## src/design/pcc_pkg.sv

```systemverilog
// Shared types, widths and codes for the Pearson correlation block.
// No dependencies; every other design file imports this package.
`timescale 1ns / 1ps

package pcc_pkg;

    localparam int SAMPLE_BITS = 16;
    localparam int MAX_PAIRS   = 4096;

    localparam int CNT_W   = $clog2(MAX_PAIRS + 1);
    localparam int SUM_W   = SAMPLE_BITS + CNT_W;
    localparam int SQ_W    = 2 * SAMPLE_BITS + CNT_W - 2;
    localparam int XY_W    = SQ_W + 1;
    localparam int PROD_W  = CNT_W + SQ_W;
    localparam int COV_W   = PROD_W + 1;
    localparam int MAG_W   = PROD_W;
    localparam int VAR_W   = PROD_W;
    localparam int DEN_W   = 2 * VAR_W;
    localparam int NUM_W   = 2 * MAG_W + 32;
    localparam int MUL_A_W = DEN_W;
    localparam int MUL_B_W = MAG_W;
    localparam int MUL_P_W = MUL_A_W + MUL_B_W;

    localparam int COEF_W  = 16;
    localparam int Q_W     = 16;
    localparam int BIT_W   = $clog2(Q_W);
    localparam int ODD_W   = Q_W + 1;
    localparam int SQR_W   = 2 * ODD_W;

    localparam int S_DATA_W = ((2 * SAMPLE_BITS + 7) / 8) * 8;
    localparam int M_DATA_W = ((COEF_W + CNT_W + 7) / 8) * 8;

    localparam int QUEUE_DEPTH = 2;
    localparam int QPTR_W      = $clog2(QUEUE_DEPTH);
    localparam int QCNT_W      = $clog2(QUEUE_DEPTH + 1);

    typedef struct packed {
        logic [CNT_W-1:0]        n;
        logic signed [SUM_W-1:0] sx;
        logic signed [SUM_W-1:0] sy;
        logic [SQ_W-1:0]         sxx;
        logic [SQ_W-1:0]         syy;
        logic signed [XY_W-1:0]  sxy;
        logic                    dropped;
    } pcc_sums_t;

    typedef enum logic [2:0] {
        ST_IDLE,
        ST_START,
        ST_WAIT,
        ST_SQUARE,
        ST_OUT
    } pcc_state_t;

    typedef enum logic [3:0] {
        STP_COV_A,
        STP_COV_B,
        STP_VX_A,
        STP_VX_B,
        STP_VY_A,
        STP_VY_B,
        STP_DEN,
        STP_NUM,
        STP_TRIAL
    } pcc_step_t;

endpackage

```

## src/design/pcc_fifo.sv

```systemverilog
// Short queue of finished sets between the front and back ends.
// Depends on pcc_pkg for the entry type and depth.
`timescale 1ns / 1ps

module pcc_fifo
    import pcc_pkg::*;
(
    input  logic      aclk,
    input  logic      aresetn,
    input  logic      push,
    input  pcc_sums_t din,
    output logic      full,
    input  logic      pop,
    output logic      not_empty,
    output pcc_sums_t dout
);

    pcc_sums_t          entry_reg [QUEUE_DEPTH];
    logic [QPTR_W-1:0]  wr_reg, rd_reg;
    logic [QCNT_W-1:0]  cnt_reg;

    always_comb begin
        full      = (cnt_reg == QCNT_W'(QUEUE_DEPTH));
        not_empty = (cnt_reg != '0);
        dout      = entry_reg[rd_reg];
    end

    always_ff @(posedge aclk) begin
        if (push) begin
            entry_reg[wr_reg] <= din;
        end
    end

    always_ff @(posedge aclk) begin
        if (!aresetn) begin
            wr_reg  <= '0;
            rd_reg  <= '0;
            cnt_reg <= '0;
        end else begin
            if (push) begin
                wr_reg <= wr_reg + QPTR_W'(1);
            end
            if (pop) begin
                rd_reg <= rd_reg + QPTR_W'(1);
            end
            cnt_reg <= cnt_reg + QCNT_W'(push) - QCNT_W'(pop);
        end
    end

endmodule

```

## config.mk

```make
export PLATFORM = sky130hd
export DESIGN_NAME = pcc_fifo
export DESIGN_NICKNAME = d
export VERILOG_FILES = /design/src/design/pcc_pkg.sv /design/src/design/pcc_fifo.sv
export SDC_FILE = /design/constraint.sdc
export NUM_CORES = 1
export LEC_CHECK = 0
export BUFFER_PORTS_ARGS = -buffer_cell sky130_fd_sc_hd__buf_2
export CAP_MARGIN = 15
export CORE_MARGIN = 2
export CORE_UTILIZATION = 30
export DETAILED_ROUTE_END_ITERATION = 6
export GPL_ROUTABILITY_DRIVEN = 0
export PLACE_DENSITY_LB_ADDON = 0.3
export SLEW_MARGIN = 40
export SYNTH_ARGS = -nofsm -noshare
export SYNTH_HDL_FRONTEND = slang
export SYNTH_SLANG_ARGS = --single-unit
```

## constraint.sdc

```tcl
create_clock -name aclk -period 31.2 [get_ports aclk]
set_clock_uncertainty 0.15 [all_clocks]
set_input_delay 6.24 -clock aclk [delete_from_list [all_inputs] [get_ports aclk]]
set_output_delay 6.24 -clock aclk [all_outputs]
set_load 0.01 [all_outputs]
```

Word-level counts from Yosys, hierarchy flattened
Memory sizes are Yosys's and may differ from the RTL's. A register that Yosys moved wholly into a read port is not among the register bits.
Cells that the tools add are included.
{"block": "classes", "n_addsub": 4, "n_eq_ne": 1, "n_mux": 4, "n_reduce_logical": 1}
{"op": "1-bit two-way mux", "n": 4}
{"op": "1-bit adder, second input constant", "n": 2}
{"op": "2-bit by 1-bit adder with 2-bit output", "n": 1}
{"op": "2-bit equality test, second input constant", "n": 1}
{"op": "2-bit nonzero test", "n": 1}
{"op": "2-bit by 1-bit subtractor with 2-bit output", "n": 1}
{"block": "word_totals", "register_bits": 4, "mem_bits_rw": 404, "out_inout_bits": 204, "wordCells": 14, "mem_count": 1}
{"name": "entry_reg", "words": 2, "word_bits": 202, "read_ports": 1, "rd_ports_with_merged_regs": 1, "wr": 1, "line_no": "pcc_fifo.sv:18", "source": "pcc_sums_t entry_reg [QUEUE_DEPTH];"}

Depth between registers and ports, before layout
{"block": "depth", "ltp_word": 3, "ltp_mapped": 6}

Worst setup path before layout
No wires, ideal clock.
{"block": "synth_timing", "path_kind": "in2reg", "from": "in push", "to": "reg wr_reg", "setup_ns": 0.099, "arrival_ns": 15.686, "required_time_ns": 30.951, "path_slack_ns": 15.265, "cell_stages": 2, "n_path_buf": 0, "cell_sequence": "nor2b_1 o21a_1"}
{"element": "from (decl)", "line_no": "pcc_fifo.sv:10", "source": "input logic push,"}
{"element": "to (signal assigned)", "line_no": "pcc_fifo.sv:41", "source": "wr_reg <= wr_reg + QPTR_W'(1);"}
{"element": "to (decl)", "line_no": "pcc_fifo.sv:19", "source": "logic [QPTR_W-1:0] wr_reg, rd_reg;"}

==> parameters.txt <==
Parameter                              Value

Run status
  Outcome    finished clean

Place
  Post-place setup slack    22.15 ns
  Number of cells in the design after placement    1710
  DPL Wire Length    21400 um
  Placement Cell Area    17700 sq um
  I/O Buffers    409

CTS
  Root buffer cell    clkbuf_16
  Clock latency on the worst-skew pair    0.54 ns
  Clock buffer count from CTS    44
  Clock slew at reported path FFs    0.06 ns
  Maximum clock path buffer count    3
  Setup repair bufs after CTS    0
  Number of hold buffers added after CTS    0
  Clock tree from TritonCTS    yes
  H-Tree Level Count    2
  CTS sink count    409
  Post-cts sizing count    0

Setup path
  CP Data Required Time    24.81 ns
  End of the worst register-to-register path    entry_reg[1][58]
  Startpoint of the lowest-slack register-to-register path    wr_reg
  Register-to-Register Path Depth    4
  Sort of element at the start of the critical path    register
  Critical path peak fanout    59
  Worst EP arrival    3.16 ns
  Register-to-register setup slack    28.89 ns
  Critical path class    register to primary output
  Critical Path End Type    primary output

STA
  Final clock period utilization by the worst path    30.6%
  Slew at the pin closest to its max-slew limit    0.765 ns
  Post-layout minimum cycle time    9.55 ns
  Final setup violation count    0
  Slew Limit Headroom    49.0%
  Final max-slew violation count    0
  Final critical-path setup slack    21.65 ns
  Final hold violation count    0
  Setup TNS    0 ns
  Highest achievable clock rate    105 MHz
  Unrepaired setup endpoints after global routing    no

Cells and area
  # nets final    1301
  Cell area after layout    19000 sq um
  Area added between synthesis and finish    28.4%
  Post-layout util    39.0%
  Number of non-filler instances in the completed layout    1793
  Fraction of layout instances using a drive strength above 1    61.1%
  Most frequent standard cell in the layout excluding fill and tap cells    buf_2
  Max FFs per register    404
  Fill cell count    4621
  Most frequent cells in the layout    409 x buf_2, 404 x edfxtp_1, 202 x mux2_2

Yosys
  Synthesized flop and latch total    409
  Synth top area cells    edfxtp_1 82%, mux2_2 15%, buf_6 0.68%
  Share of synthesized area spent on multiplexers    15.3%
  Post-synth cell types    14
  Cell type with the highest aggregate area in the netlist    edfxtp_1
  Synthesis Warnings    0
  Synthesized instance count    649
  Proportion of netlist area held by the largest area contributor    81.8%
  Post-synthesis instance area    14800 sq um
  Fraction of synthesized cell area in xor and xnor cells    0.211%
  Adder and majority cell fraction of the synthesized area    0.169%
  Seq/Total Area, Yosys    82.5%
  Net count after synthesis    857
  Share of the synthesized area in compound gates (AO/OA/AOI/OAI)    0.0506%
  Combinational family with the most area after synthesis    multiplexers
  Mean instance size in the synthesized netlist    22.8 sq um
  Area fraction in and, or, nand and nor cells after synthesis    0.380%

Die
  Number of core rows    81
  Chip height    226 um
  I/O Pins    410
  Die ar.    51200 sq um
  Initial core utilization    30.4%
  Die X-Extent    226 um
  Core area    48800 sq um

Global route
  Global-route wire length before repair    46000 um
  Pin count of the biggest net entering global routing    87
  Antenna violations before repair    4
  Total routing resource utilization after global routing    11.9%
  Global route overflow    0
  Vias in the first global route    7941

Pwr
  PD cells    65.7 nW/um^2
  Sequential share of power    51.5%
  Share of total power in combinational logic    9.8%
  Worst ir drop on vdd    0.0000458 V
  Cell-internal power    0.000974 W
  Clock share of power    38.6%
  Proportion of total power due to net switching    22.2%
  Sw power    0.000277 W
  Static leakage    7.01 nW

Route
  DRT Pass-1 Iters    6
  Vias per cell    4.18
  Count of nets left with antenna violations after detail routing    0
  Number of DRC violations after detailed routing    0
  Vias    7500
  DRT iter0 DRCs    349
  Total wire length after detailed routing    31900 um
  Post-DR wirelength/cell    17.8 um

Flow run
  Max-capacitance violation count    0

Min path
  Hold path startpoint    rd_reg
  Min-Delay Path Depth    2
  Worst min-delay path category    register to register
==> power groups by stage <==
stage | registers [W] | clock network, W | logic (W)
6_report | 0.000644 | 0.000483 | 0.000123
5_1_grt | 0.000647 | 0.000521 | 0.000134
4_1_cts | 0.000645 | 0.000502 | 0.000125
3_5_place_dp | 0.000656 | 0 | 0.000125
3_3_place_gp | 0.000656 | 0 | 0.000121
2_1_floorplan | 0.000659 | 0 | 0.0000718
==> worst max-delay path by stage <==
stage / startpoint / endpoint / slack (ns) / cells past startpoint
after floorplan: push / wr_reg / 15.26 / 2
final: register / dout[141] / 21.65 / 4
after detailed placement: register / dout[188] / 22.15 / 4
after global routing: register / dout[145] / 21.43 / 4
after global placement: register / dout[146] / 22.27 / 4
after CTS: register / dout[188] / 21.53 / 4
==> cell families (layout without fill, tap and decap cells) <==
family	count (synthesis)	count (layout)
AO/OA/AOI/OAI	1	1
XOR/XNOR	2	2
adder cells (fa/ha/maj)	2	2
buffers and inverters	24	501
flip-flops	409	409
multiplexers	202	202
other	0	3
AND/OR/NAND/NOR	9	9
==> cell type report <==
type                            instances  area [sq um]  share of cell area [%]
Sequential cell                       409         12200                    64.3
Multi-Input combinational cell        216          2400                    12.6
Timing Repair Buffer                  420          2210                    11.6
Clock buffer                           49          1140                    5.99
Tap cell                              664           831                    4.36
Clock inverter                         30           199                    1.05
Inverter                                2          7.51                  0.0394
Antenna cell                            3          7.51                  0.0394
==> stage by stage <==
stage,total power [W],hold WS [ns]
after floorplan,0.000731,0.405
after global placement,0.000778,0.409
after detailed placement,0.000781,0.417
after CTS,0.00127,0.426
after global routing,0.00130,0.448
final,0.00125,0.428
==> per-layer routing <==
metal	share of wire, %	GRT usage [%]
met1	39	13.6
met2	48	19.4
met3	11	5.07
met4	2.8	4.97
met5	0.034	0
==> critical path, cell delays in order (launching register included) <==
cell,delay [ns]
dfxtp_4,0.65
buf_4,0.59
buf_4,0.72
mux2_2,0.42
buf_2,0.14
==> synthesized netlist by cell type <==
master and count:
mux2_2 202, edfxtp_1 404, ha_1 2, or2_2 1
xnor3_1 1, buf_2 2, o21a_1 1, and2_1 4
buf_4 11, xor2_1 1, nor2b_1 4, dfxtp_1 5
buf_6 9, inv_1 2
(Power assumes the default switching activity.)
