`src/design/pcc_pkg.sv`:
```
// Shared types, widths and codes for the Pearson correlation block.
// No dependencies; every other design file imports this package.
`timescale 1ns / 1ps

package pcc_pkg;

    localparam int SAMPLE_BITS = 16;
    localparam int MAX_PAIRS   = 4096;

    localparam int CNT_W   = $clog2(MAX_PAIRS + 1);
    localparam int SUM_W   = SAMPLE_BITS + CNT_W;
    localparam int SQ_W    = 2 * SAMPLE_BITS + CNT_W - 2;
    localparam int XY_W    = SQ_W + 1;
    localparam int PROD_W  = CNT_W + SQ_W;
    localparam int COV_W   = PROD_W + 1;
    localparam int MAG_W   = PROD_W;
    localparam int VAR_W   = PROD_W;
    localparam int DEN_W   = 2 * VAR_W;
    localparam int NUM_W   = 2 * MAG_W + 32;
    localparam int MUL_A_W = DEN_W;
    localparam int MUL_B_W = MAG_W;
    localparam int MUL_P_W = MUL_A_W + MUL_B_W;

    localparam int COEF_W  = 16;
    localparam int Q_W     = 16;
    localparam int BIT_W   = $clog2(Q_W);
    localparam int ODD_W   = Q_W + 1;
    localparam int SQR_W   = 2 * ODD_W;

    localparam int S_DATA_W = ((2 * SAMPLE_BITS + 7) / 8) * 8;
    localparam int M_DATA_W = ((COEF_W + CNT_W + 7) / 8) * 8;

    localparam int QUEUE_DEPTH = 2;
    localparam int QPTR_W      = $clog2(QUEUE_DEPTH);
    localparam int QCNT_W      = $clog2(QUEUE_DEPTH + 1);

    typedef struct packed {
        logic [CNT_W-1:0]        n;
        logic signed [SUM_W-1:0] sx;
        logic signed [SUM_W-1:0] sy;
        logic [SQ_W-1:0]         sxx;
        logic [SQ_W-1:0]         syy;
        logic signed [XY_W-1:0]  sxy;
        logic                    dropped;
    } pcc_sums_t;

    typedef enum logic [2:0] {
        ST_IDLE,
        ST_START,
        ST_WAIT,
        ST_SQUARE,
        ST_OUT
    } pcc_state_t;

    typedef enum logic [3:0] {
        STP_COV_A,
        STP_COV_B,
        STP_VX_A,
        STP_VX_B,
        STP_VY_A,
        STP_VY_B,
        STP_DEN,
        STP_NUM,
        STP_TRIAL
    } pcc_step_t;

endpackage

```
`src/design/pcc_front.sv`:
```
// Front end: takes sample pairs and keeps the running count and sums.
// Depends on pcc_pkg; hands finished sets to the queue as pcc_sums_t.
`timescale 1ns / 1ps

module pcc_front
    import pcc_pkg::*;
(
    input  logic                aclk,
    input  logic                aresetn,
    input  logic                s_tvalid,
    output logic                s_tready,
    input  logic [S_DATA_W-1:0] s_tdata,
    input  logic                s_tuser,
    input  logic                s_tlast,
    input  logic                q_full,
    output logic                q_push,
    output pcc_sums_t           q_din
);

    pcc_sums_t acc_reg, acc_next;

    logic signed [SAMPLE_BITS-1:0]   x, y;
    logic signed [2*SAMPLE_BITS-1:0] xx, yy, xy;
    logic accept, take, drop;

    always_comb begin
        x        = s_tdata[SAMPLE_BITS-1:0];
        y        = s_tdata[2*SAMPLE_BITS-1:SAMPLE_BITS];
        xx       = x * x;
        yy       = y * y;
        xy       = x * y;
        s_tready = !q_full;
        accept   = s_tvalid && s_tready;
        take     = accept && s_tuser && (acc_reg.n < CNT_W'(MAX_PAIRS));
        drop     = accept && s_tuser && !(acc_reg.n < CNT_W'(MAX_PAIRS));
        acc_next = acc_reg;
        if (take) begin
            acc_next.n   = acc_reg.n + CNT_W'(1);
            acc_next.sx  = acc_reg.sx + {{(SUM_W-SAMPLE_BITS){x[SAMPLE_BITS-1]}}, x};
            acc_next.sy  = acc_reg.sy + {{(SUM_W-SAMPLE_BITS){y[SAMPLE_BITS-1]}}, y};
            acc_next.sxx = acc_reg.sxx + {{(SQ_W-2*SAMPLE_BITS){1'b0}}, xx};
            acc_next.syy = acc_reg.syy + {{(SQ_W-2*SAMPLE_BITS){1'b0}}, yy};
            acc_next.sxy = acc_reg.sxy + {{(XY_W-2*SAMPLE_BITS){xy[2*SAMPLE_BITS-1]}}, xy};
        end
        if (drop) begin
            acc_next.dropped = 1'b1;
        end
        q_push = accept && s_tlast;
        q_din  = acc_next;
    end

    always_ff @(posedge aclk) begin
        if (!aresetn || q_push) begin
            acc_reg <= '0;
        end else begin
            acc_reg <= acc_next;
        end
    end

    a_count_bound: assert property (@(posedge aclk) disable iff (!aresetn)
        acc_reg.n <= CNT_W'(MAX_PAIRS))
        else $error("pair count beyond capacity");

endmodule

```
`config.mk`:
```
export PLATFORM = sky130hd
export DESIGN_NAME = pcc_front
export DESIGN_NICKNAME = d
export VERILOG_FILES = /design/src/design/pcc_pkg.sv /design/src/design/pcc_front.sv
export SDC_FILE = /design/constraint.sdc
export NUM_CORES = 2
export LEC_CHECK = 0
export ABC_CLOCK_PERIOD_IN_PS = 17500
export BUFFER_PORTS_ARGS = -buffer_cell sky130_fd_sc_hd__buf_2
export CAP_MARGIN = 20
export CORE_MARGIN = 4
export CORE_UTILIZATION = 60
export DETAILED_ROUTE_END_ITERATION = 10
export HOLD_SLACK_MARGIN = 0.12
export PLACE_DENSITY = 0.83
export RECOVER_POWER = 100
export SLEW_MARGIN = 20
export SYNTH_ARGS = -nofsm -noshare
export SYNTH_HDL_FRONTEND = slang
export SYNTH_SLANG_ARGS = --single-unit
```
`constraint.sdc`:
```
create_clock -name aclk -period 17.5 [get_ports aclk]
set_input_delay 3.5 -clock aclk [delete_from_list [all_inputs] [get_ports aclk]]
set_output_delay 3.5 -clock aclk [all_outputs]
set_load 0.1 [all_outputs]
```
; Word-level counts from Yosys, hierarchy flattened
; Index checks and enable logic that the tools add are counted.
[classes]
addsub = 6
n_mul = 3
order_cmp = 1
mux = 2
reduce_logical = 9
[ops]
columns = cell, n
row1 = two-way mux 201 bit, 1
row2 = multiplier 16 x 16 -> 32 bit, 3
row3 = adder 43 x 32 -> 43 bit, 2
row4 = adder 29 bit, 2
row5 = adder 44 bit, 1
row6 = "adder 13 x 1 -> 13 bit, second input constant", 1
row7 = "less-than comparator 13 bit, second input constant", 1
row8 = logical AND 1 bit, 5
row9 = logical NOT 1 bit, 3
row10 = logical OR 1 bit, 1
row11 = two-way mux 1 bit, 1
[word_totals]
ff_bits = 202
inputBits = 38
out_inout_bits = 204
elab_cells = 28

; Longest topological paths before layout
[depth]
depth_word = 5
ltp_mapped = 39
depth_no_buf = 36

; Worst setup path after synthesis
; No wires, ideal clock.
[synth_path]
path_kind = input to output
from = input port s_tdata[10]
to = output port q_din[41] in the netlist's numbering
arrival_ps = 13052
slack_ps = 948
stages = 33
path_cell_list = clkbuf_1 > clkbuf_1 > nand2_1 > fa_1 > fa_1 > fa_1 > fa_1 > inv_1 > fa_1 > fa_1 > ha_1 > a21o_1 > a21oi_1 > o22ai_1 > a211o_1 > a211oi_2 > o31ai_1 > a21o_1 > a21oi_1 > xnor2_1 > ha_1 > clkbuf_1 > nand4_1 > a21oi_1 > a211oi_1 > nor3_1 > o21ai_0 > a21oi_1 > o21ai_1 > o21a_1 > o21ai_0 > nor2_1 > o31ai_1
[synth_rtl]
columns = item, line_no
row1 = from (decl), pcc_front.sv:12  ; input logic [S_DATA_W-1:0] s_tdata,
row2 = to (decl), pcc_front.sv:17  ; output pcc_sums_t q_din

==> results.py <==
metrics = {
    "status": {
        "outcome": "finished with violations",
        "violations": "capacitance limit, slew limit",
    },
    "drt": {
        "drc_errors": 0,
        "drtIter0Drc": 3033,
        "via_per_inst": 5.686,
        "wl_per_cell_um": 18.30,
        "wirelength_um": 113500,
        "route.vias.total": 35260,
        "drt-pass1-iter-count": 6,
        "final_antenna_net_count": 0,
    },
    "clock_network": {
        "cts_tree": "done",
        "cts_buffers": 25,
        "clockBufferDepth": 3,
        "htree_levels": 1,
        "post_cts_buffers": 0,
        "hold_buffers": 0,
        "path_clk_slew_ps": 60,
        "postCtsResizedCells": 0,
        "clkLatencyLatePin_ps": 560,
        "cts.sink_count": 202,
        "cts-root-buf": "clkbuf_16",
    },
    "layout": {
        "area_growth_pct": 5.912,
        "largest_register_ffs": 202,
        "final_net_count": 6438,
        "final_util_pct": 64.11,
        "fin_cells": 6201,
        "n_antenna_cell": 0,
        "nFillCells": 5920,
        "drive_gt1_share_pct": 3.295,
    },
    "placement": {
        "dp.cells": 6160,
        "pre_cts_ws_ps": 1429,
        "gp_congestion": 0.9458,
        "numPortBuffers": 241,
        "dpl.hpwl_um": 89950,
    },
    "floorplan": {
        "die_y_um": 276.3,
        "die-area_um2": 76350,
        "die_w_um": 276.3,
        "rows": 98,
        "ios": 242,
        "core_area_um2": 71360,
        "initial_utilization_pct": 60.53,
    },
    "setup_path": {
        "r2r-end": "acc_reg[53]",
        "critPathLaunch": "s_tdata[19]",
        "cp-start-kind": "input pin",
        "slowest_delay_ps": 870,
        "worstPathMaxFanout": 16,
        "cp.required_ps": 14000,
        "crit_path_end_kind": "output port",
        "r2r_slack_ps": 10450,
        "slowest_stage": "clkbuf_1",
        "cp-endpoint": "q_din[38]",
        "path_class": "in -> out",
        "r2r-start": "acc_reg[201]",
        "rr_worst_depth": 4,
        "worstPathArrival_ps": 13240,
        "path_common_cell": "fa_1",
    },
    "sta": {
        "final.setup.tns_ps": 0,
        "skew_ps": 18.23,
        "slew_violations": 515,
        "finalSetupViolCount": 0,
        "hold_viol": 0,
        "fmax_mhz": 59.74,
        "finalCritPeriodShare_pct": 95.65,
        "period_minus_slack_ps": 16740,
        "rsz0062_at_grt": "false",
        "tightest_slew_ps": 3923,
        "slew_headroom_pct": -161.5,
        "setup_ws_ps": 761.2,
    },
    "hold_path": {
        "hold_path.class": "reg -> reg",
        "holdPathStages": 2,
    },
    "synth": {
        "syn_avg_cell_area_um2": 8.480,
        "synth-edff-count": 0,
        "yosys-top-cells-area": "fa_1 34%, ha_1 12%, dfxtp_1 9.4%, inv_1 8.7%, nand2_1 5.5%",
        "syn_area_um2": 43200,
        "synth-seq-area-share_pct": 9.362,
        "synthArstFlopShare_pct": 0,
        "ys_ff_latch": 202,
        "synth_flop_cell": "dfxtp_1",
        "synth.largest_area_cell": "fa_1",
        "syn_inst": 5094,
        "synth_cell_types": 83,
        "synth_fp_nets": 6295,
        "yosysWarnings": 0,
        "synth_top_area_share_pct": 34.48,
    },
    "grt": {
        "grt_antenna_before_repair": 3,
        "grt-ovfl-total": 0,
        "grt_pass1_wl_um": 186600,
        "grt_pass1_vias": 36170,
        "grt_max_degree": 86,
        "grt_usage_pct": 29.83,
    },
    "flow_run": {
        "cap_viol_max_count": 8,
    },
}
-- Yosys cell counts (32+ instances only) --
cell	number
a21o_1	116
a21oi_1	271
and2_1	183
and3_1	36
clkbuf_1	156
dfxtp_1	202
fa_1	744
ha_1	419
inv_1	1002
nand2_1	632
nand2b_1	38
nand3_1	59
nor2_1	247
nor2b_1	159
nor3_1	37
o21a_1	38
o21ai_0	149
o21bai_1	32
xnor2_1	184
xor2_1	89
-- worst max-delay path, delay by kind of cell --
| family | cells | cell delay, ps |
|---|---|---|
| xor gates and xnor gates | 2 | 330 |
| AOI/OAI and AO/OA | 12 | 3360 |
| buffers and inverters | 5 | 1890 |
| muxes | 1 | 170 |
| adders and majority gates | 8 | 3420 |
| and+or+nand+nor | 2 | 540 |
-- per-stage QoR --
stage,cell area [um2],hold slack [ps]
finish,45750,480.8
CTS,46080,481.3
global placement,45300,465.8
detailed placement,45300,472.6
global route,45750,508.4
floorplan,43200,457.8
-- per-layer routing --
layer / up-vias / global-route usage [%] / share of wire [%]
met2: 1429 / 48.56 / 46
met5: - / 0 / 0
met3: 272 / 5.919 / 9.4
met4: 0 / 9.283 / 3.7
met1: 17330 / 40.61 / 41
li1: 16230 / - / -
-- cells in the final DEF (no fill, tap or decap), types with 38 or more instances in the layout --
| cell type | Yosys | routed |
|---|---|---|
| o21a_1 | 38 | 38 |
| xor2_1 | 89 | 89 |
| and2_1 | 183 | 179 |
| a21o_1 | 116 | 116 |
| xnor2_1 | 184 | 184 |
| ha_1 | 419 | 419 |
| nor2b_1 | 159 | 159 |
| dfxtp_1 | 202 | 202 |
| nand2_1 | 632 | 632 |
| fa_1 | 744 | 744 |
| a21oi_1 | 271 | 271 |
| nand2b_1 | 38 | 38 |
| nand3_1 | 59 | 59 |
| clkbuf_1 | 156 | 190 |
| inv_1 | 1002 | 1002 |
| o21ai_0 | 149 | 151 |
| nor2_1 | 247 | 248 |
| buf_2 | 2 | 50 |
-- cell families (layout without fill, tap and decap cells) --
logic type	count (synthesis)	count (layout)	share of synthesized area (%)
adder cells (fa/ha/maj)	1163	1163	46.62
multiplexers	24	24	0.6170
AND/OR/NAND/NOR	1476	1476	16.14
AO/OA/AOI/OAI	779	779	11.47
XOR/XNOR	274	274	5.573
buffers and inverters	1176	1333	10.22
flip-flops	202	202	9.362
-- worst min path at each step --
stage	startpoint	end
final	acc_reg[163]	acc_reg[163]
after global routing	acc_reg[113]	acc_reg[113]
after CTS	acc_reg[163]	acc_reg[163]
after detailed placement	acc_reg[163]	acc_reg[163]
after global placement	acc_reg[31]	acc_reg[31]
after floorplan	acc_reg[134]	acc_reg[134]
-- layout make-up --
type	instances	area (um2)	share of cell area [%]
Clock buffer	31	688.2	1.504
Sequential cell	202	4044	8.839
Timing Repair Buffer	284	1276	2.790
Inverter	1008	3784	8.270
Tap cell	950	1189	2.598
Multi-Input combinational cell	3716	34670	75.79
Clock inverter	10	97.59	0.2133
Power is not shown: default switching activity piles up to over one toggle a cycle in this logic, so the estimate is an artifact.
