==> src/design/pcc_pkg.sv <==
// Shared types, widths and codes for the Pearson correlation block.
// No dependencies; every other design file imports this package.
`timescale 1ns / 1ps

package pcc_pkg;

    localparam int SAMPLE_BITS = 16;
    localparam int MAX_PAIRS   = 4096;

    localparam int CNT_W   = $clog2(MAX_PAIRS + 1);
    localparam int SUM_W   = SAMPLE_BITS + CNT_W;
    localparam int SQ_W    = 2 * SAMPLE_BITS + CNT_W - 2;
    localparam int XY_W    = SQ_W + 1;
    localparam int PROD_W  = CNT_W + SQ_W;
    localparam int COV_W   = PROD_W + 1;
    localparam int MAG_W   = PROD_W;
    localparam int VAR_W   = PROD_W;
    localparam int DEN_W   = 2 * VAR_W;
    localparam int NUM_W   = 2 * MAG_W + 32;
    localparam int MUL_A_W = DEN_W;
    localparam int MUL_B_W = MAG_W;
    localparam int MUL_P_W = MUL_A_W + MUL_B_W;

    localparam int COEF_W  = 16;
    localparam int Q_W     = 16;
    localparam int BIT_W   = $clog2(Q_W);
    localparam int ODD_W   = Q_W + 1;
    localparam int SQR_W   = 2 * ODD_W;

    localparam int S_DATA_W = ((2 * SAMPLE_BITS + 7) / 8) * 8;
    localparam int M_DATA_W = ((COEF_W + CNT_W + 7) / 8) * 8;

    localparam int QUEUE_DEPTH = 2;
    localparam int QPTR_W      = $clog2(QUEUE_DEPTH);
    localparam int QCNT_W      = $clog2(QUEUE_DEPTH + 1);

    typedef struct packed {
        logic [CNT_W-1:0]        n;
        logic signed [SUM_W-1:0] sx;
        logic signed [SUM_W-1:0] sy;
        logic [SQ_W-1:0]         sxx;
        logic [SQ_W-1:0]         syy;
        logic signed [XY_W-1:0]  sxy;
        logic                    dropped;
    } pcc_sums_t;

    typedef enum logic [2:0] {
        ST_IDLE,
        ST_START,
        ST_WAIT,
        ST_SQUARE,
        ST_OUT
    } pcc_state_t;

    typedef enum logic [3:0] {
        STP_COV_A,
        STP_COV_B,
        STP_VX_A,
        STP_VX_B,
        STP_VY_A,
        STP_VY_B,
        STP_DEN,
        STP_NUM,
        STP_TRIAL
    } pcc_step_t;

endpackage

==> src/design/pcc_mul.sv <==
// Shift-and-add multiplier, one multiplier bit per cycle, early finish.
// Depends on pcc_pkg for operand widths.
`timescale 1ns / 1ps

module pcc_mul
    import pcc_pkg::*;
(
    input  logic               aclk,
    input  logic               aresetn,
    input  logic               start,
    input  logic [MUL_A_W-1:0] a,
    input  logic [MUL_B_W-1:0] b,
    output logic               busy,
    output logic               done,
    output logic [MUL_P_W-1:0] product
);

    logic [MUL_P_W-1:0] a_reg, acc_reg;
    logic [MUL_B_W-1:0] b_reg;
    logic               busy_reg, done_reg;

    assign busy    = busy_reg;
    assign done    = done_reg;
    assign product = acc_reg;

    always_ff @(posedge aclk) begin
        if (start) begin
            a_reg   <= MUL_P_W'(a);
            b_reg   <= b;
            acc_reg <= '0;
        end else if (busy_reg) begin
            if (b_reg[0]) begin
                acc_reg <= acc_reg + a_reg;
            end
            a_reg <= a_reg << 1;
            b_reg <= b_reg >> 1;
        end
    end

    always_ff @(posedge aclk) begin
        if (!aresetn) begin
            busy_reg <= 1'b0;
            done_reg <= 1'b0;
        end else begin
            done_reg <= 1'b0;
            if (start) begin
                busy_reg <= 1'b1;
            end else if (busy_reg && (b_reg[MUL_B_W-1:1] == '0)) begin
                busy_reg <= 1'b0;
                done_reg <= 1'b1;
            end
        end
    end

endmodule

==> src/design/pcc_back.sv <==
// Back end: turns a finished set of sums into the Q1.15 coefficient.
// Depends on pcc_pkg and pcc_mul; drives the result channel.
`timescale 1ns / 1ps

module pcc_back
    import pcc_pkg::*;
(
    input  logic                aclk,
    input  logic                aresetn,
    input  logic                job_valid,
    input  pcc_sums_t           job,
    output logic                job_pop,
    output logic                m_tvalid,
    input  logic                m_tready,
    output logic [M_DATA_W-1:0] m_tdata,
    output logic [1:0]          m_tuser
);

    pcc_state_t state_reg, state_next;
    pcc_step_t  step_reg, step_next;
    pcc_sums_t  job_reg;

    logic signed [COV_W-1:0] cov_reg, cov_next;
    logic [VAR_W-1:0]  vx_reg, vx_next, vy_reg, vy_next;
    logic [DEN_W-1:0]  den_reg, den_next;
    logic [NUM_W-1:0]  num_reg, num_next;
    logic [Q_W-1:0]    q_reg, q_next, cand, qc;
    logic [BIT_W-1:0]  bit_reg, bit_next;
    logic [SQR_W-1:0]  sq_reg, sq_next;
    logic              degen_reg, degen_next;
    logic [ODD_W-1:0]  odd;

    logic               m_valid_reg, m_valid_next;
    logic [COEF_W-1:0]  coef_reg, coef_next;
    logic [CNT_W-1:0]   n_out_reg;
    logic               degen_out_reg, ovf_out_reg, out_load;

    logic               mul_start, mul_busy, mul_done;
    logic [MUL_A_W-1:0] mul_a;
    logic [MUL_B_W-1:0] mul_b;
    logic [MUL_P_W-1:0] mul_p;

    logic [SUM_W-1:0]        sx_mag, sy_mag;
    logic [XY_W-1:0]         sxy_mag;
    logic [MAG_W-1:0]        cov_mag;
    logic signed [COV_W-1:0] p_cov, cov_term;
    logic [VAR_W:0]          var_diff;

    pcc_mul u_mul (
        .aclk    (aclk),
        .aresetn (aresetn),
        .start   (mul_start),
        .a       (mul_a),
        .b       (mul_b),
        .busy    (mul_busy),
        .done    (mul_done),
        .product (mul_p)
    );

    // Magnitudes and operand selection for the current step
    always_comb begin
        sx_mag  = job_reg.sx[SUM_W-1] ? SUM_W'(-job_reg.sx) : SUM_W'(job_reg.sx);
        sy_mag  = job_reg.sy[SUM_W-1] ? SUM_W'(-job_reg.sy) : SUM_W'(job_reg.sy);
        sxy_mag = job_reg.sxy[XY_W-1] ? XY_W'(-job_reg.sxy) : XY_W'(job_reg.sxy);
        cov_mag = cov_reg[COV_W-1] ? MAG_W'(-cov_reg) : MAG_W'(cov_reg);
        cand    = q_reg | (Q_W'(1) << bit_reg);
        odd     = {cand, 1'b0} - ODD_W'(1);
        case (step_reg)
            STP_COV_A: begin
                mul_a = MUL_A_W'(sxy_mag);
                mul_b = MUL_B_W'(job_reg.n);
            end
            STP_COV_B: begin
                mul_a = MUL_A_W'(sx_mag);
                mul_b = MUL_B_W'(sy_mag);
            end
            STP_VX_A: begin
                mul_a = MUL_A_W'(job_reg.sxx);
                mul_b = MUL_B_W'(job_reg.n);
            end
            STP_VX_B: begin
                mul_a = MUL_A_W'(sx_mag);
                mul_b = MUL_B_W'(sx_mag);
            end
            STP_VY_A: begin
                mul_a = MUL_A_W'(job_reg.syy);
                mul_b = MUL_B_W'(job_reg.n);
            end
            STP_VY_B: begin
                mul_a = MUL_A_W'(sy_mag);
                mul_b = MUL_B_W'(sy_mag);
            end
            STP_DEN: begin
                mul_a = MUL_A_W'(vx_reg);
                mul_b = MUL_B_W'(vy_reg);
            end
            STP_NUM: begin
                mul_a = MUL_A_W'(cov_mag);
                mul_b = MUL_B_W'(cov_mag);
            end
            STP_TRIAL: begin
                mul_a = MUL_A_W'(den_reg);
                mul_b = MUL_B_W'(sq_reg);
            end
            default: begin
                mul_a = '0;
                mul_b = '0;
            end
        endcase
    end

    // Result formatting: round(|r| * 2^15), clamped, signed
    always_comb begin
        qc = (q_reg > Q_W'(32768)) ? Q_W'(32768) : q_reg;
        if (degen_reg) begin
            coef_next = '0;
        end else if (cov_reg[COV_W-1]) begin
            coef_next = COEF_W'(-qc);
        end else begin
            coef_next = (qc > Q_W'(32767)) ? COEF_W'(32767) : COEF_W'(qc);
        end
    end

    always_comb begin
        state_next   = state_reg;
        step_next    = step_reg;
        cov_next     = cov_reg;
        vx_next      = vx_reg;
        vy_next      = vy_reg;
        den_next     = den_reg;
        num_next     = num_reg;
        q_next       = q_reg;
        bit_next     = bit_reg;
        sq_next      = sq_reg;
        degen_next   = degen_reg;
        job_pop      = 1'b0;
        mul_start    = 1'b0;
        out_load     = 1'b0;
        m_valid_next = m_valid_reg && !m_tready;
        p_cov        = signed'({1'b0, mul_p[COV_W-2:0]});
        cov_term     = '0;
        var_diff     = {1'b0, vx_reg} - {1'b0, mul_p[VAR_W-1:0]};
        case (state_reg)
            ST_IDLE: begin
                if (job_valid) begin
                    job_pop    = 1'b1;
                    degen_next = 1'b0;
                    step_next  = STP_COV_A;
                    state_next = ST_START;
                end
            end
            ST_START: begin
                mul_start  = 1'b1;
                state_next = ST_WAIT;
            end
            ST_WAIT: begin
                if (mul_done) begin
                    state_next = ST_START;
                    case (step_reg)
                        STP_COV_A: begin
                            cov_next  = job_reg.sxy[XY_W-1] ? -p_cov : p_cov;
                            step_next = STP_COV_B;
                        end
                        STP_COV_B: begin
                            cov_term  = (job_reg.sx[SUM_W-1] ^ job_reg.sy[SUM_W-1])
                                        ? -p_cov : p_cov;
                            cov_next  = cov_reg - cov_term;
                            step_next = STP_VX_A;
                        end
                        STP_VX_A: begin
                            vx_next   = mul_p[VAR_W-1:0];
                            step_next = STP_VX_B;
                        end
                        STP_VX_B: begin
                            vx_next   = var_diff[VAR_W-1:0];
                            step_next = STP_VY_A;
                        end
                        STP_VY_A: begin
                            vy_next   = mul_p[VAR_W-1:0];
                            step_next = STP_VY_B;
                        end
                        STP_VY_B: begin
                            var_diff = {1'b0, vy_reg} - {1'b0, mul_p[VAR_W-1:0]};
                            vy_next  = var_diff[VAR_W-1:0];
                            if ((job_reg.n < CNT_W'(2)) || (vx_reg == '0) ||
                                (vy_next == '0)) begin
                                degen_next = 1'b1;
                                state_next = ST_OUT;
                            end else begin
                                step_next = STP_DEN;
                            end
                        end
                        STP_DEN: begin
                            den_next  = mul_p[DEN_W-1:0];
                            step_next = STP_NUM;
                        end
                        STP_NUM: begin
                            num_next   = {mul_p[2*MAG_W-1:0], 32'd0};
                            q_next     = '0;
                            bit_next   = BIT_W'(Q_W - 1);
                            step_next  = STP_TRIAL;
                            state_next = ST_SQUARE;
                        end
                        STP_TRIAL: begin
                            if (mul_p <= MUL_P_W'(num_reg)) begin
                                q_next = cand;
                            end
                            if (bit_reg == '0) begin
                                state_next = ST_OUT;
                            end else begin
                                bit_next   = bit_reg - BIT_W'(1);
                                state_next = ST_SQUARE;
                            end
                        end
                        default: begin
                            state_next = ST_IDLE;
                        end
                    endcase
                end
            end
            ST_SQUARE: begin
                sq_next    = odd * odd;
                state_next = ST_START;
            end
            ST_OUT: begin
                if (!m_valid_reg || m_tready) begin
                    out_load     = 1'b1;
                    m_valid_next = 1'b1;
                    state_next   = ST_IDLE;
                end
            end
            default: begin
                state_next = ST_IDLE;
            end
        endcase
    end

    always_ff @(posedge aclk) begin
        if (!aresetn) begin
            state_reg   <= ST_IDLE;
            step_reg    <= STP_COV_A;
            m_valid_reg <= 1'b0;
        end else begin
            state_reg   <= state_next;
            step_reg    <= step_next;
            m_valid_reg <= m_valid_next;
        end
    end

    always_ff @(posedge aclk) begin
        if (job_pop) begin
            job_reg <= job;
        end
        cov_reg   <= cov_next;
        vx_reg    <= vx_next;
        vy_reg    <= vy_next;
        den_reg   <= den_next;
        num_reg   <= num_next;
        q_reg     <= q_next;
        bit_reg   <= bit_next;
        sq_reg    <= sq_next;
        degen_reg <= degen_next;
        if (out_load) begin
            coef_reg      <= coef_next;
            n_out_reg     <= job_reg.n;
            degen_out_reg <= degen_reg;
            ovf_out_reg   <= job_reg.dropped;
        end
    end

    assign m_tvalid = m_valid_reg;
    assign m_tdata  = M_DATA_W'({n_out_reg, coef_reg});
    assign m_tuser  = {ovf_out_reg, degen_out_reg};

    a_mul_idle: assert property (@(posedge aclk) disable iff (!aresetn)
        mul_start |-> !mul_busy)
        else $error("multiplier started while busy");

    a_var_sign: assert property (@(posedge aclk) disable iff (!aresetn)
        (state_reg == ST_WAIT && mul_done && step_reg == STP_VX_B) |-> !var_diff[VAR_W])
        else $error("x variance term negative");

    a_pop_valid: assert property (@(posedge aclk) disable iff (!aresetn)
        job_pop |-> job_valid)
        else $error("set taken from empty queue");

    a_out_shown: assert property (@(posedge aclk) disable iff (!aresetn)
        out_load |=> m_valid_reg)
        else $error("loaded result not presented");

endmodule
==> config.mk <==
export PLATFORM = sky130hd
export DESIGN_NAME = pcc_back
export DESIGN_NICKNAME = d
export VERILOG_FILES = /design/src/design/pcc_pkg.sv /design/src/design/pcc_mul.sv /design/src/design/pcc_back.sv
export SDC_FILE = /design/constraint.sdc
export NUM_CORES = 2
export LEC_CHECK = 0
export BUFFER_PORTS_ARGS = -buffer_cell sky130_fd_sc_hd__buf_2
export CAP_MARGIN = 20
export CORE_MARGIN = 1
export CORE_UTILIZATION = 39
export DETAILED_ROUTE_END_ITERATION = 8
export GPL_TIMING_DRIVEN = 1
export PLACE_DENSITY_LB_ADDON = 0.1
export REMOVE_ABC_BUFFERS = 1
export SLEW_MARGIN = 20
export SYNTH_ARGS = -nofsm -noshare
export SYNTH_HDL_FRONTEND = slang
export SYNTH_SLANG_ARGS = --single-unit
export TNS_END_PERCENT = 30
==> constraint.sdc <==
create_clock -name aclk -period 8.1 [get_ports aclk]
set_input_delay 1.215 -clock aclk [delete_from_list [all_inputs] [get_ports aclk]]
set_output_delay 1.215 -clock aclk [all_outputs]
set_load 0.005 [all_outputs]
-- Word level (Yosys, flattened, before mapping)
Index checks and enable logic that the tools add are counted.
Widths: inputs -> output; s select.
- add/sub/neg operators: 12
- multipliers: 1
- order comparisons: 4
- equal/unequal tests: 21
- shifts and indexed selects: 1
- muxes and demuxes: 49
- bitwise logic cells: 3
- reductions and logical operators: 36
- operators with widths (operator ; number):
    $pmux 112 s8 ; 1
    $pmux 56 s6 ; 1
    $mux 112 ; 2
    $pmux 56 s2 ; 2
    $add 168x168->168 ; 1
    $le 168x144->1 ; 1
    $mux 56 ; 3
    $mux 57 ; 2
    $pmux 57 s2 ; 1
    $logic_not 56->1 ; 2
    $sub 56x56->56 ; 2
    $mux 16 ; 4
    $mux 29 ; 2
    $neg 29->29 ; 2
    $neg 56->57 ; 1
    $sub 57x57->57 ; 1
    $neg 56->56 ; 1
    $logic_not 55->1 ; 1
    $mux 44 ; 1
    $neg 44->44 ; 1
    $mul 17x17->34 ; 1
    $pmux 16 s2 ; 1
    $pmux 4 s8 ; 1
    $reduce_and 3->1 ; 6
    other kinds (40) ; 86
- bits in registers: 1083
- bits of input ports: 206
- output and inout port bits: 36
- logic and storage cells: 156

-- Depth between registers and ports, before layout
- depth in word-level cells: 7
- mapped depth: 39
- mapped depth without buffers: 38

-- Cells and area by module
Synthesis repeated with hierarchy kept, for this count alone.
- cell total of the unflattened synthesis: 8520
- area, all modules: 79369.9 um^2
- by module, submodules not included (module ; times used ; cells each ; area an instance (um^2) ; sequential area each (um^2)):
    pcc_back ; 1 ; 5458 ; 53072.2 ; 20519.7
    pcc_mul ; 1 ; 3062 ; 26297.7 ; 9569.2

-- Worst setup path after synthesis
No wires, ideal clock.
- path kind: register to register
- start point: register bit_reg[2]
- end point: register sq_reg[32], data pin
- library setup time: 0.258 ns
- arrival time: 8.682 ns
- required time: 7.842 ns
- path slack: -0.840 ns
- cell stages (with the launch flop): 34
- buffers on the path: 2
- period minus slack after synthesis: 8.940 ns
- cells stage by stage: edfxtp_1 clkbuf_1 nor2_1 nand2_1 nand2b_1 inv_1 and2_1 clkbuf_1 nand2b_1 o311ai_1 clkinv_1 nor2_1 fa_1 fa_1 fa_1 fa_1 fa_1 inv_1 fa_1 inv_1 ha_1 a21o_1 a21o_1 a21o_1 a21o_1 a21oi_1 nor2b_1 o21ai_0 nand2b_1 or3_1 a41o_1 a31o_2 a21oi_1 xnor2_1
- word-level cells in the longest chain between the ends: 4
- ends and longest elaborated chain (item ; RTL line ; source):
    start: declaration ; pcc_back.sv:28 ; logic [BIT_W-1:0] bit_reg, bit_next;
    start signal: assignment ; pcc_back.sv:260 ; bit_reg <= bit_next;
    $shl 1x4->16 ; pcc_back.sv:66 ; cand = q_reg | (Q_W'(1) << bit_reg);
    $or 16x16->16 ; pcc_back.sv:66 ;
    $sub 17x1->17 ; pcc_back.sv:67 ; odd = {cand, 1'b0} - ODD_W'(1);
    $mul 17x17->34 ; pcc_back.sv:222 ; sq_next = odd * odd;
    end signal: assignment ; pcc_back.sv:261 ; sq_reg <= sq_next;
    end: declaration ; pcc_back.sv:29 ; logic [SQR_W-1:0] sq_reg, sq_next;
Every way passes these cells.
A chain may end at the register's enable or synchronous reset.

-- Final worst setup path
- start point: register bit_reg[0]
- end point: register sq_reg[32], data pin
Same word-level chain as after synthesis.

==> flow_summary_export.csv <==
group,metric,value,unit
die,die_y,445.4,microns
placed_design,gp_congestion,0.9968,
global_routing,grt_util_met1,37.08,%
synthesis,netlist_area,76680,sq um
global_routing,grt_start_max_net_pins,142,
global_routing,grt_pass1_vias,63674,
clock_network,numCtsBuffers,137,
sta,finalHoldViolations,0,
placed_design,placed_cells,11025,
synthesis,synth_mux_area_share,0.8680,%
pwr,vdd_drop_max,0.0002023,V
clock_network,htree_levels,4,
synthesis,postSynth.asyncResetShare,0,%
sta,whs,0.4214,ns
global_routing,antenna_found_initial,18,
worst_hold_path,min-delay-path-class,"register to register",
die,fp.dieW,445.4,microns
worst_hold_path,min_from,"job_reg[0]",
global_routing,grt_util_met2,45.94,%
layout,stdcell_count,11307,
global_routing,grt.met3_usage,4.009,%
sta,worst_slack,-0.1191,ns
flow_run,drv_cap,0,
layout,fill_cells,18902,
synthesis,yosys.area_share.xor_xnor,6.944,%
synthesis,ys.flop_type,"edfxtp_1",
critical_path,critPathLaunchType,"register",
synthesis,synth-edff-count,846,
pwr,p_leak,35.13,nW
critical_path,cp.required,8.66,ns
placed_design,portBuffers,238,
synthesis,synthSimpleGateAreaFrac,14.71,%
critical_path,startpoint,"bit_reg[0]",
layout,layout_commonest_cell,"nand2_1",
clock_network,cts_tree,"built",
synthesis,ys_seq_elements,1080,
synthesis,synth_top_family_by_area,"compound AO/OA/AOI/OAI gates",
layout,postLayoutCellArea,87410,sq um
sta,timing.final.crit_period,8.219,ns
global_routing,busiest_layer,"met2",
synthesis,ys_seq_area_share,39.24,%
layout,largest_reg_flops,202,
placed_design,dp_hpwl,216300,microns
critical_path,cp_max_fo,4,
layout,final_layout_size_suffix_gt1_share,11.59,%
synthesis,yosysUniqueCellTypes,95,
sta,fmax,0.1217,GHz
layout,area_growth,13.98,%
die,rows,162,
critical_path,crit_path_frequent_cell,"a21o_1",
sta,drv_slew,0,
critical_path,worst_setup_path_end_kind,"register",
route,wl_per_cell,24.99,microns
route,ant_nets,0,
layout,fin_nets,9530,
clock_network,clock_latency,0.82,ns
synthesis,syn_area_per_cell,9.266,sq um
synthesis,synthAdderAreaFrac,14.20,%
route,drt_wl_total,282500,microns
critical_path,cp_slowest_stage_delay,0.60,ns
route,drcViolationCount,0,
placed_design,placed_area,82120,sq um
sta,maxSlewHeadroom,21.04,%
sta,period_share,101.5,%
route,vias,65388,
outcome,status,"complete, but fails checks",
critical_path,cpMaxStageDelayCell,"fa_1",
clock_network,cts_root_buf,"clkbuf_16",
synthesis,synth_largest_area_cell,"edfxtp_1",
sta,setup_viol,2,
synthesis,synth_top_area_share,33.13,%
die,initial_utilization,39.29,%
die,core,195200,sq um
synthesis,synth_area_leaders,"edfxtp_1, ha_1, dfxtp_1",
global_routing,overflow,0,
outcome,failed_checks,"setup timing",
route,firstDrtPassIters,7,
sta,skew,0.03538,ns
clock_network,clock_sinks,1080,
die,ioPinCount,242,
critical_path,cp.arrival,8.78,ns
synthesis,synth-compound-area-share,19.14,%
sta,worst_pin_slew,1.174,ns
synthesis,synthCells,8276,
critical_path,criticalPathCategory,"register to register",
die,dieArea,198400,sq um
synthesis,synth_warnings,0,
global_routing,grt_pass1_wl,416000,microns
pwr,powerDensity,272.1,nW/um^2
layout,layout.cells.most_common_list,"nand2_1, edfxtp_1, a21oi_1",
global_routing,grt_usage,27.94,%
clock_network,hold_buffers,0,
clock_network,cts_buffer_depth,3,
route,via_per_inst,5.783,
critical_path,reg2reg_from,"bit_reg[0]",
route,drt_iter0_drc,6082,
clock_network,clkTransAtPathRegs,0.06,ns
sta,grt_setup_unrepaired,"yes",
[kinds of logic (layout without fill, tap and decap cells)]
group	after synthesis	count (layout)
AOI/OAI and AO/OA	2330	2330
xor gates and xnor gates	608	608
adders and majority gates	753	753
buffers and inverters	992	1395
DFF	1080	1080
muxes	66	66
other	1	5
and+or+nand+nor	2446	2446
[through the flow]
step           worst slack (ns)  utilization, %  TNS [ns]  total power, mW
3_3_place_gp            -0.4629           42.07    -1.890            17.26
6_report                -0.1191           44.78   -0.1785            23.79
2_1_floorplan            -2.251               -   -350.25            14.15
4_1_cts                 -0.1321           44.55   -0.1416            23.71
5_1_grt                 -0.4652           44.78    -1.793            25.03
3_5_place_dp            -0.5487           42.07    -2.628            17.33
[layout make-up]
cell class                 instances  area [sq um]  share of cell area (%)
clock inverter                    70         749.5                  0.8575
inverter                         570          2153                   2.464
antenna                            2         5.005                0.005726
timing repair buffer             576          3810                   4.359
tap                             2624          3283                   3.756
clock buffer                     179          3814                   4.363
sequential                      1080         30090                   34.43
multi-input combinational       6206         43500                   49.76
[Yosys cell counts, types with 31 or more instances]
master,instances
nand4_1,168
nor2b_1,79
and3_1,31
a222oi_1,52
nand3_1,99
o21a_1,54
clkbuf_1,369
o21bai_1,87
nand2b_1,76
ha_1,558
nor2_1,605
edfxtp_1,846
xnor2_1,355
a21oi_1,700
a21o_1,233
dfxtp_1,234
a31oi_1,71
a211oi_1,50
inv_1,564
xor2_1,253
nand2_1,1008
buf_1,44
or4_1,44
o21ai_0,615
nor3_1,82
nor4_1,87
a22o_1,64
mux2i_1,62
o31ai_1,94
fa_1,195
or3_1,56
a221oi_1,48
a21boi_0,31
[power breakdown]
part	leakage (nW)	internal [mW]	switching (mW)	total, mW
clock network	2.22	3.72	2.60	6.31
logic	23.2	3.66	6.35	10.0
registers	9.69	6.80	0.671	7.47
total	35.1	14.2	9.62	23.8
[path summary, 6_finish.rpt]
path	endpoint	slack, ns	cells past startpoint
worst min register to register	ovf_out_reg	0.42	0
worst max-delay path	sq_reg[32]	-0.12	34
worst max register to register	sq_reg[32]	-0.12	34
worst min-delay path	ovf_out_reg	0.42	0
[layer usage]
layer	up-vias	part of all wire (%)
li1	30501	-
met1	32045	43
met2	2370	46
met3	458	6.5
met4	14	4.0
met5	-	0.029
[critical path, delay by kind of cell (launching register included)]
kind / cells / cell delay (ns)
AOI/OAI and AO/OA: 10 / 1.74
xor gates and xnor gates: 2 / 0.26
adders and majority gates: 8 / 3.45
buffers and inverters: 3 / 0.27
DFF: 1 / 0.45
and+or+nand+nor: 11 / 1.83
[repair_timing]
action,4_1_cts,5_1_grt
endpoints found under the setup margin,11,14
buffers inserted,15,18
pin swaps,33,75
resized for setup,58,73
(Power assumes the default switching activity.)
